**src/ilp_pkg.sv**
```systemverilog
package ilp_pkg;

  // Default width of the signed result range the magnitude is checked against.
  localparam int unsigned ILP_RESULT_WIDTH = 32;

  // Width of the value field on the result channel.
  localparam int unsigned VALUE_W = 32;

  // Parser phase codes.
  localparam logic [2:0] PH_START  = 3'd0;
  localparam logic [2:0] PH_SIGN   = 3'd1;
  localparam logic [2:0] PH_ZERO   = 3'd2;
  localparam logic [2:0] PH_PREFIX = 3'd3;
  localparam logic [2:0] PH_DIGITS = 3'd4;
  localparam logic [2:0] PH_ERROR  = 3'd5;

  // Radix codes.
  localparam logic [1:0] RADIX_DEC = 2'd0;
  localparam logic [1:0] RADIX_HEX = 2'd1;
  localparam logic [1:0] RADIX_BIN = 2'd2;

  // ASCII characters of interest.
  localparam logic [7:0] CH_MINUS = 8'h2D;
  localparam logic [7:0] CH_0     = 8'h30;
  localparam logic [7:0] CH_9     = 8'h39;
  localparam logic [7:0] CH_UA    = 8'h41;
  localparam logic [7:0] CH_UF    = 8'h46;
  localparam logic [7:0] CH_LA    = 8'h61;
  localparam logic [7:0] CH_LF    = 8'h66;
  localparam logic [7:0] CH_UX    = 8'h58;
  localparam logic [7:0] CH_LX    = 8'h78;
  localparam logic [7:0] CH_UB    = 8'h42;
  localparam logic [7:0] CH_LB    = 8'h62;
  localparam logic [7:0] CH_UD    = 8'h44;
  localparam logic [7:0] CH_LD    = 8'h64;

  // Digit decode result: value and whether the byte is a digit of the radix.
  typedef struct packed {
    logic       ok;
    logic [3:0] val;
  } digit_t;

  function automatic digit_t decode_digit(input logic [7:0] c, input logic [1:0] radix);
    digit_t     d;
    logic [7:0] tmp;
    d   = '{ok: 1'b0, val: 4'd0};
    tmp = 8'd0;
    if (c >= CH_0 && c <= CH_9) begin
      tmp   = c - CH_0;
      d.val = tmp[3:0];
      d.ok  = 1'b1;
    end else if (radix == RADIX_HEX && c >= CH_LA && c <= CH_LF) begin
      tmp   = c - CH_LA + 8'd10;
      d.val = tmp[3:0];
      d.ok  = 1'b1;
    end else if (radix == RADIX_HEX && c >= CH_UA && c <= CH_UF) begin
      tmp   = c - CH_UA + 8'd10;
      d.val = tmp[3:0];
      d.ok  = 1'b1;
    end
    // Reject digits that are too large for the radix.
    case (radix)
      RADIX_BIN: if (d.val > 4'd1) d.ok = 1'b0;
      RADIX_HEX: ;
      default:   if (d.val > 4'd9) d.ok = 1'b0;
    endcase
    return d;
  endfunction

endpackage

```
**src/integer_literal_parser_top.sv**
```systemverilog
// Channel  | Direction | Beat contents
// in_      | slave     | tdata[7:0] character, tlast marks the final byte of a lexeme
// out_     | master    | tdata[31:0] signed value, tuser valid_res; one beat per lexeme
//
// One byte is taken per cycle; the parser state and the output register are updated by a
// single level of logic (digit decode, multiply by 2, 10 or 16 as shifts and adds, compare).
// The result for a lexeme appears in the cycle after its final byte is accepted.
// Reset (rst_n low, synchronous) returns the parser to the start of a lexeme and empties
// the output register.
// A result held back by a low out_tready stalls the input until that beat is taken.
module integer_literal_parser_top
  import ilp_pkg::*;
#(
  parameter int unsigned RESULT_WIDTH = ILP_RESULT_WIDTH
) (
  input  logic               clk,
  input  logic               rst_n,
  input  logic               in_tvalid,
  output logic               in_tready,
  input  logic [7:0]         in_tdata,   // [7:0] character
  input  logic               in_tlast,
  output logic               out_tvalid,
  input  logic               out_tready,
  output logic [VALUE_W-1:0] out_tdata,  // [31:0] value
  output logic               out_tuser   // [0] valid_res
);

  localparam int unsigned PW    = RESULT_WIDTH + 5;
  localparam int unsigned EXT_W = 64;
  localparam logic [RESULT_WIDTH-1:0] LIMIT = RESULT_WIDTH'(1) << (RESULT_WIDTH - 1);

  logic [2:0]              phase_r, phase_nxt;
  logic [1:0]              radix_r, radix_nxt;
  logic                    minus_r, minus_nxt;
  logic [RESULT_WIDTH-1:0] mag_r, mag_nxt;
  logic                    big_r, big_nxt;

  logic               out_valid_r, out_valid_nxt;
  logic               out_ok_r, out_ok_nxt;
  logic [VALUE_W-1:0] out_val_r, out_val_nxt;

  logic                    in_acc;
  digit_t                  dig;
  logic [PW-1:0]           mag_ext, scaled, acc_sum;
  logic                    ok;
  logic [RESULT_WIDTH-1:0] sval;
  logic [EXT_W-1:0]        sval_ext;

  assign in_tready = !out_valid_r || out_tready;
  assign in_acc    = in_tvalid && in_tready;

  // Digit decode and next magnitude for the radix in use.
  always_comb begin
    dig     = decode_digit(in_tdata, radix_r);
    mag_ext = PW'(mag_r);
    case (radix_r)
      RADIX_HEX: scaled = mag_ext << 4;
      RADIX_BIN: scaled = mag_ext << 1;
      default:   scaled = (mag_ext << 3) + (mag_ext << 1);
    endcase
    acc_sum = scaled + PW'(dig.val);
  end

  // Parser state update for one accepted byte.
  always_comb begin
    phase_nxt = phase_r;
    radix_nxt = radix_r;
    minus_nxt = minus_r;
    mag_nxt   = mag_r;
    big_nxt   = big_r;
    case (phase_r)
      PH_START, PH_SIGN, PH_PREFIX, PH_DIGITS: begin
        if (phase_r == PH_START && in_tdata == CH_MINUS) begin
          minus_nxt = 1'b1;
          phase_nxt = PH_SIGN;
        end else if ((phase_r == PH_START || phase_r == PH_SIGN) && in_tdata == CH_0) begin
          phase_nxt = PH_ZERO;
        end else if (!dig.ok) begin
          phase_nxt = PH_ERROR;
        end else begin
          phase_nxt = PH_DIGITS;
          if (!big_r) begin
            if (acc_sum > PW'(LIMIT)) begin
              big_nxt = 1'b1;
            end else begin
              mag_nxt = acc_sum[RESULT_WIDTH-1:0];
            end
          end
        end
      end
      PH_ZERO: begin
        if (in_tdata == CH_LX || in_tdata == CH_UX) begin
          radix_nxt = RADIX_HEX;
          phase_nxt = PH_PREFIX;
        end else if (in_tdata == CH_LB || in_tdata == CH_UB) begin
          radix_nxt = RADIX_BIN;
          phase_nxt = PH_PREFIX;
        end else if (in_tdata == CH_LD || in_tdata == CH_UD) begin
          radix_nxt = RADIX_DEC;
          phase_nxt = PH_PREFIX;
        end else begin
          phase_nxt = PH_ERROR;
        end
      end
      default: phase_nxt = PH_ERROR;
    endcase
  end

  // Verdict and signed value on the final byte.
  always_comb begin
    ok = 1'b0;
    if (phase_nxt == PH_ZERO) begin
      ok = 1'b1;
    end else if (phase_nxt == PH_DIGITS && !big_nxt) begin
      ok = minus_nxt ? (mag_nxt <= LIMIT) : (mag_nxt < LIMIT);
    end
    sval = '0;
    if (ok && phase_nxt != PH_ZERO) begin
      sval = minus_nxt ? (RESULT_WIDTH'(0) - mag_nxt) : mag_nxt;
    end
    sval_ext = {{(EXT_W - RESULT_WIDTH){sval[RESULT_WIDTH-1]}}, sval};
  end

  // Output register: loaded on a final byte, emptied when the beat is taken.
  always_comb begin
    out_valid_nxt = out_valid_r;
    out_ok_nxt    = out_ok_r;
    out_val_nxt   = out_val_r;
    if (out_valid_r && out_tready) begin
      out_valid_nxt = 1'b0;
    end
    if (in_acc && in_tlast) begin
      out_valid_nxt = 1'b1;
      out_ok_nxt    = ok;
      out_val_nxt   = sval_ext[VALUE_W-1:0];
    end
  end

  always_ff @(posedge clk) begin
    if (!rst_n) begin
      phase_r     <= PH_START;
      radix_r     <= RADIX_DEC;
      minus_r     <= 1'b0;
      mag_r       <= '0;
      big_r       <= 1'b0;
      out_valid_r <= 1'b0;
    end else begin
      out_valid_r <= out_valid_nxt;
      if (in_acc) begin
        if (in_tlast) begin
          phase_r <= PH_START;
          radix_r <= RADIX_DEC;
          minus_r <= 1'b0;
          mag_r   <= '0;
          big_r   <= 1'b0;
        end else begin
          phase_r <= phase_nxt;
          radix_r <= radix_nxt;
          minus_r <= minus_nxt;
          mag_r   <= mag_nxt;
          big_r   <= big_nxt;
        end
      end
    end
  end

  always_ff @(posedge clk) begin
    out_ok_r  <= out_ok_nxt;
    out_val_r <= out_val_nxt;
  end

  assign out_tvalid = out_valid_r;
  assign out_tdata  = out_val_r;
  assign out_tuser  = out_ok_r;

  // A rejected lexeme always reports a zero value.
  a_invalid_zero: assert property (@(posedge clk) disable iff (!rst_n)
    out_valid_r && !out_ok_r |-> out_val_r == '0)
    else $error("rejected lexeme carries a non-zero value");

  // The final byte of a lexeme puts the parser back at its start.
  a_end_clears: assert property (@(posedge clk) disable iff (!rst_n)
    in_acc && in_tlast |=> phase_r == PH_START && mag_r == '0 && !big_r && !minus_r)
    else $error("parser state not cleared after final byte");

  // The magnitude never grows past the range limit.
  a_mag_bound: assert property (@(posedge clk) disable iff (!rst_n)
    mag_r <= LIMIT)
    else $error("magnitude beyond limit");

  // The overflow flag is only set once digits have been taken.
  a_big_phase: assert property (@(posedge clk) disable iff (!rst_n)
    big_r |-> phase_r == PH_DIGITS || phase_r == PH_ERROR)
    else $error("overflow flag set outside digit phases");

  // A byte that does not close a lexeme produces no result.
  a_no_spurious: assert property (@(posedge clk) disable iff (!rst_n)
    in_acc && !in_tlast && !out_valid_r |=> !out_valid_r)
    else $error("result produced without a final byte");

endmodule
```
**config.mk**
```make
export PLATFORM = sky130hd
export DESIGN_NAME = integer_literal_parser_top
export DESIGN_NICKNAME = d
export VERILOG_FILES = /design/src/ilp_pkg.sv /design/src/integer_literal_parser_top.sv
export SDC_FILE = /design/constraint.sdc
export NUM_CORES = 1
export LEC_CHECK = 0
export BUFFER_PORTS_ARGS = -buffer_cell sky130_fd_sc_hd__buf_4
export CORE_MARGIN = 1
export CORE_UTILIZATION = 30
export CTS_CLUSTER_SIZE = 8
export DETAILED_ROUTE_END_ITERATION = 12
export PLACE_DENSITY = 0.42
export REMOVE_ABC_BUFFERS = 1
export SETUP_SLACK_MARGIN = 0.3
export SLEW_MARGIN = 20
export SYNTH_ARGS = -nofsm -noshare
export SYNTH_HDL_FRONTEND = slang
export SYNTH_SLANG_ARGS = --single-unit
```
**constraint.sdc**
```tcl
create_clock -name clk -period 8.1 [get_ports clk]
set_clock_uncertainty 0.05 [all_clocks]
set_input_delay 0.81 -clock clk [delete_from_list [all_inputs] [get_ports clk]]
set_output_delay 0.81 -clock clk [all_outputs]
set_load 0.05 [all_outputs]
```
# --- Word-level counts from Yosys, hierarchy flattened ---
# Index checks and enable logic that the tools add are counted.
op_classes:
  n_addsub: 8
  mul: 0
  div: 0
  order_cmp: 11
  eq_ne: 17
  shift: 0
  mux: 43
  bitwise_logic: 0
  reduce_logical: 25
op_table:
  columns: ["op", "n"]
  rows:
  - ["2-to-1 mux 32 bit", 8]
  - ["one-hot mux 36 bit (2 select lines)", 1]
  - ["== test 8 x 7 -> 1 bit, second input constant", 6]
  - ["adder 37 x 4 -> 37 bit", 1]
  - ["> comparator 37 x 32 -> 1 bit, second input constant", 1]
  - ["adder 35 x 33 -> 36 bit", 1]
  - ["less-or-equal comparator 32 bit, second input constant", 1]
  - ["< comparator 32 bit, second input constant", 1]
  - ["subtractor 1 x 32 -> 32 bit, first input constant", 1]
  - ["2-to-1 mux 1 bit", 18]
  - ["2-to-1 mux 3 bit", 6]
  - ["== test 8 x 6 -> 1 bit, second input constant", 2]
  - ["greater-or-equal comparator 8 x 7 -> 1 bit, second input constant", 2]
  - ["less-or-equal comparator 8 x 7 -> 1 bit, second input constant", 2]
  - ["2-to-1 mux 5 bit", 3]
  - ["logical AND 1 bit", 12]
  - ["subtractor 4 x 1 -> 4 bit, second input constant", 3]
  - ["2-to-1 mux 2 bit", 5]
  - ["== test 3 x 2 -> 1 bit, second input constant", 3]
  - ["adder 4 bit, second input constant", 2]
  - ["greater-or-equal comparator 8 x 6 -> 1 bit, second input constant", 1]
  - ["less-or-equal comparator 8 x 6 -> 1 bit, second input constant", 1]
  - ["== test 3 bit, second input constant", 2]
  - ["one-hot mux 3 bit (2 select lines)", 1]
  - ["other kinds (14)", 20]
word_totals:
  ff_bits: 73
  latchBits: 0
  ramBits: 0
  mem_bits_ro: 0
  inputBits: 13
  n_memories: 0

# --- Logic depth before layout (Yosys ltp) ---
depth:
  ltp_word: 19
  ltp_mapped: 33
  mapped_depth_nobuf: 30

# --- Worst setup path before layout ---
# Ideal clock, no wire load.
synth_timing:
  path_type: "input to register"
  from: "input in_tdata[0]"
  to: "register out_val_r[1] (netlist: out_tdata[1]) (data pin)"
  setup_time_ns: 0.158
  arrival_time_ns: 7.140
  t_required_ns: 7.892
  path_slack_ns: 0.752
  stages: 31
  path_buffers: 3
  cell_sequence: "inv_1 -> ha_1 -> or3b_1 -> and4_1 -> a22o_1 -> ha_1 -> nand3b_1 -> a211o_1 -> and3_1 -> a221o_1 -> a211o_1 -> a2111oi_2 -> nand3_1 -> nor3_1 -> nand4_1 -> o21ai_2 -> nand3_2 -> buf_2 -> buf_2 -> a21oi_1 -> ha_1 -> nand2b_1 -> nor4_1 -> nand4_1 -> nor3_1 -> nand3_1 -> mux2i_1 -> a21boi_2 -> or2_1 -> buf_6 -> a211oi_2"
synth_between:
  elab_chain_len: 19
  word_cells_on_any_way: 73
  classes_between: "add/sub: 7; order compare: 11; eq/ne: 11; mux: 31; reduce/logical: 13"
synth_rtl:
  columns: ["item", "line_no", "rtl"]
  rows:
  - ["start: declaration", "integer_literal_parser_top.sv:20", "input logic [7:0] in_tdata,"]
  - ["parallel branches: the longest is 19 deep, another holds adder 37 x 4 -> 37 bit", null, null]
  - ["end signal: assignment", "integer_literal_parser_top.sv:169", "out_val_r <= out_val_nxt;"]
  - ["end: declaration", "integer_literal_parser_top.sv:40", "logic [VALUE_W-1:0] out_val_r, out_val_nxt;"]
# Parallel ways; which one is timed is not known.
# A chain may end at the register's enable or synchronous reset.

# --- Worst setup path in the final report ---
# Ends and elaborated chain as after synthesis.

==> results.json <==
{
  "status": "complete, no violations",
  "leakagePower_nw": 3.61,
  "grt_pass1_wl_mm": 45.8,
  "arrival_ns": 7.34,
  "crit_type": "primary input to register",
  "portBuffers": 47,
  "crit_required_ns": 8.23,
  "tightest_slew_ns": 0.916,
  "viasPerCell": 5.60,
  "startpoint_type": "primary input",
  "cpPeakStageDelay_ns": 0.37,
  "syn_area_um2": 8460,
  "yosys.area.top_type": "edfxtp_1",
  "grt.total_usage": 0.203,
  "drv_slew": 0,
  "detail_route.first_pass.iterations": 5,
  "cts_tree": "done",
  "period_share": 0.890,
  "die-height_um": 170,
  "drcViolationCount": 0,
  "insertion_delay_ns": 0.34,
  "cpMaxStageDelayCell": "or2_4",
  "fillCellCount": 3034,
  "ant_nets": 0,
  "cts_num_sinks": 73,
  "drive_gt1_frac": 0.139,
  "antenna_found_initial": 0,
  "fin_cells": 1497,
  "hold_path_class": "register to register",
  "holdPathStages": 2,
  "die-area_um2": 28900,
  "syn_inst": 1092,
  "layout.nets": 1167,
  "io_pins": 48,
  "htreeDepth": 3,
  "first_global_vias": 7929,
  "dp_hpwl_mm": 23.1,
  "wire_per_inst_um": 19.4,
  "crit_top_cell": "ha_1",
  "seq_area_frac_synth": 0.212,
  "synth-async-reset-ratio": 0,
  "r2r_start": "mag_r[22]",
  "hold_end": "minus_r",
  "min_from": "minus_r",
  "diodes": 0,
  "finalHoldViolCount": 0,
  "fmax_ghz": 0.139,
  "rrSetupSlack_ns": 0.99,
  "rsz0062_at_grt": "no",
  "overflow": 0,
  "fin_crit_ns": 7.21,
  "cp_max_fo": 20,
  "grt_max_degree": 42,
  "initial_core_util": 0.305,
  "synth_top_area_frac": 0.117,
  "setup_viol": 0,
  "setup_tns_ns": 0,
  "critPathBufInv": 2,
  "ys_ff_latch": 73,
  "ys.flop_type": "dfxtp_1",
  "drt-total-wl_mm": 29.1,
  "syn_avg_cell_area_um2": 7.75,
  "core_um2": 27800,
  "critPathCaptureType": "register",
  "post_cts_buffers": 0,
  "clockBufferDepth": 2,
  "numCtsBuffers": 9,
  "worstRegToRegCells": 24,
  "ys_types": 94,
  "yosys-top-cells-area": "edfxtp_1 (12%), dfxtp_1 (9.5%), ha_1 (5.8%)",
  "cap_violations": 0,
  "vias": 8383,
  "yosys_warnings": 0,
  "root_buffer": "clkbuf_16",
  "ir_drop_uv": 87.0,
  "die_w_um": 170,
  "seqCellArea_um2": 1790,
  "max_slew_margin": 0.388,
  "holdWs_ns": 0.459,
  "drt_iter0_drc": 613,
  "path_clk_slew_ns": 0.06,
  "r2r-end": "out_tdata[1]",
  "place_congestion": 0.887,
  "area_growth_pct": 12.8,
  "holdBufCountCts": 0,
  "critical-path-top-delay-family": "simple AND/OR/NAND/NOR gates",
  "place_inst": 1481,
  "p_per_area_nw_per_um2": 96.1,
  "fp-row-count": 61,
  "multiInputGateArea_um2": 6320,
  "synth-edff-count": 33
}
worst max path at each step:
stage | startpoint | end | slack, ns | depth (start not counted)
final | in_tdata[0] | out_tdata[1] | 0.89 | 29
after global routing | in_tdata[0] | out_tdata[1] | 0.33 | 28
after CTS | in_tdata[0] | out_tdata[1] | 0.40 | 29
after detailed placement | in_tdata[0] | out_tdata[1] | -0.16 | 29
after global placement | in_tdata[0] | out_tdata[1] | 0.02 | 29
after floorplan | radix_r[0] | out_tdata[1] | -0.52 | 23
report_power, final:
part	switching (W)	internal, W
clock	0.000171	0.000278
combinational	0.0000532	0.0000220
sequential	0.00000238	0.000390
total	0.000227	0.000691
worst register-to-register path, delay by kind of cell (launching register included):
kind	cells	cell delay, ns
AO/OA/AOI/OAI	9	2.32
XOR/XNOR	1	0.18
adder cells (fa/ha/maj)	2	0.66
flip-flops	1	0.58
multiplexers	2	0.45
AND/OR/NAND/NOR	10	2.70
Yosys cell counts (29+ instances only):
library cell    n
a21oi_1        57
edfxtp_1       33
nor3_1         37
nor2b_1        31
xnor2_1        44
nand2_1       106
ha_1           39
o21ai_0        51
nor2_1         92
and2_1         30
nand3_1        29
dfxtp_1        40
final cells by class:
cell class,instances,area share
clock buffer,12,0.0292
clock inverter,4,0.00577
multi-input combinational,937,0.662
timing repair buffer,74,0.0582
tap,378,0.0495
inverter,19,0.00747
sequential,73,0.188
metrics by stage:
stage | setup slack, ns | area, um^2 | total power (W) | util
after floorplan | -0.524 | 8140 | 0.000446 | -
after global placement | 0.0239 | 9170 | 0.000477 | 0.330
after detailed placement | -0.156 | 9170 | 0.000476 | 0.330
after CTS | 0.405 | 9510 | 0.000928 | 0.342
after global routing | 0.329 | 9550 | 0.000946 | 0.344
final | 0.889 | 9550 | 0.000918 | 0.344
placed cells by master (no fill, tap or decap), types with 11 or more instances in the layout:
master     synthesis  routed
nand2_1          106     106
nor2_1            92      92
buf_4              6      74
a21oi_1           57      57
o21ai_0           51      51
xnor2_1           44      44
dfxtp_1           40      40
ha_1              39      38
nor3_1            37      34
edfxtp_1          33      33
nor2b_1           31      31
and2_1            30      30
nand3_1           29      29
nand4_1           28      28
mux2i_1           28      28
a22oi_1           25      25
xor2_1            25      25
or3_1             23      23
inv_1             18      18
a221oi_1          18      18
o21a_1            16      16
a211oi_1          16      16
a31oi_1           15      15
or2_2             12      12
nand2b_1          11      11
o21ai_1           11      11
clkbuf_16          0      11
metal layers:
layer,track usage,share of wire,up-vias
li1,-,-,4171
met1,0.310,0.54,4028
met2,0.311,0.42,165
met3,0.0114,0.030,19
met4,0.0403,0.011,0
met5,0,0,-
what timing repair did:
action	in CTS	in global routing
setup endpoints to repair	8	23
endpoints found under the hold margin	0	0
resized for setup	2	6
state kept, by name, indices dropped and copies added (netlist names):
name	count
mag_r	32
out_tdata	32
phase_r	3
radix_r	2
big_r	1
minus_r	1
out_tuser	1
out_tvalid	1
kinds of logic after synthesis:
kind of cell | synth area share
buffers and inverters | 0.0464
muxes | 0.0482
and+or+nand+nor | 0.297
AOI/OAI and AO/OA | 0.265
adders and majority gates | 0.0600
DFF | 0.212
xor gates and xnor gates | 0.0714
No activity file was read; power rests on OpenSTA's default activity.
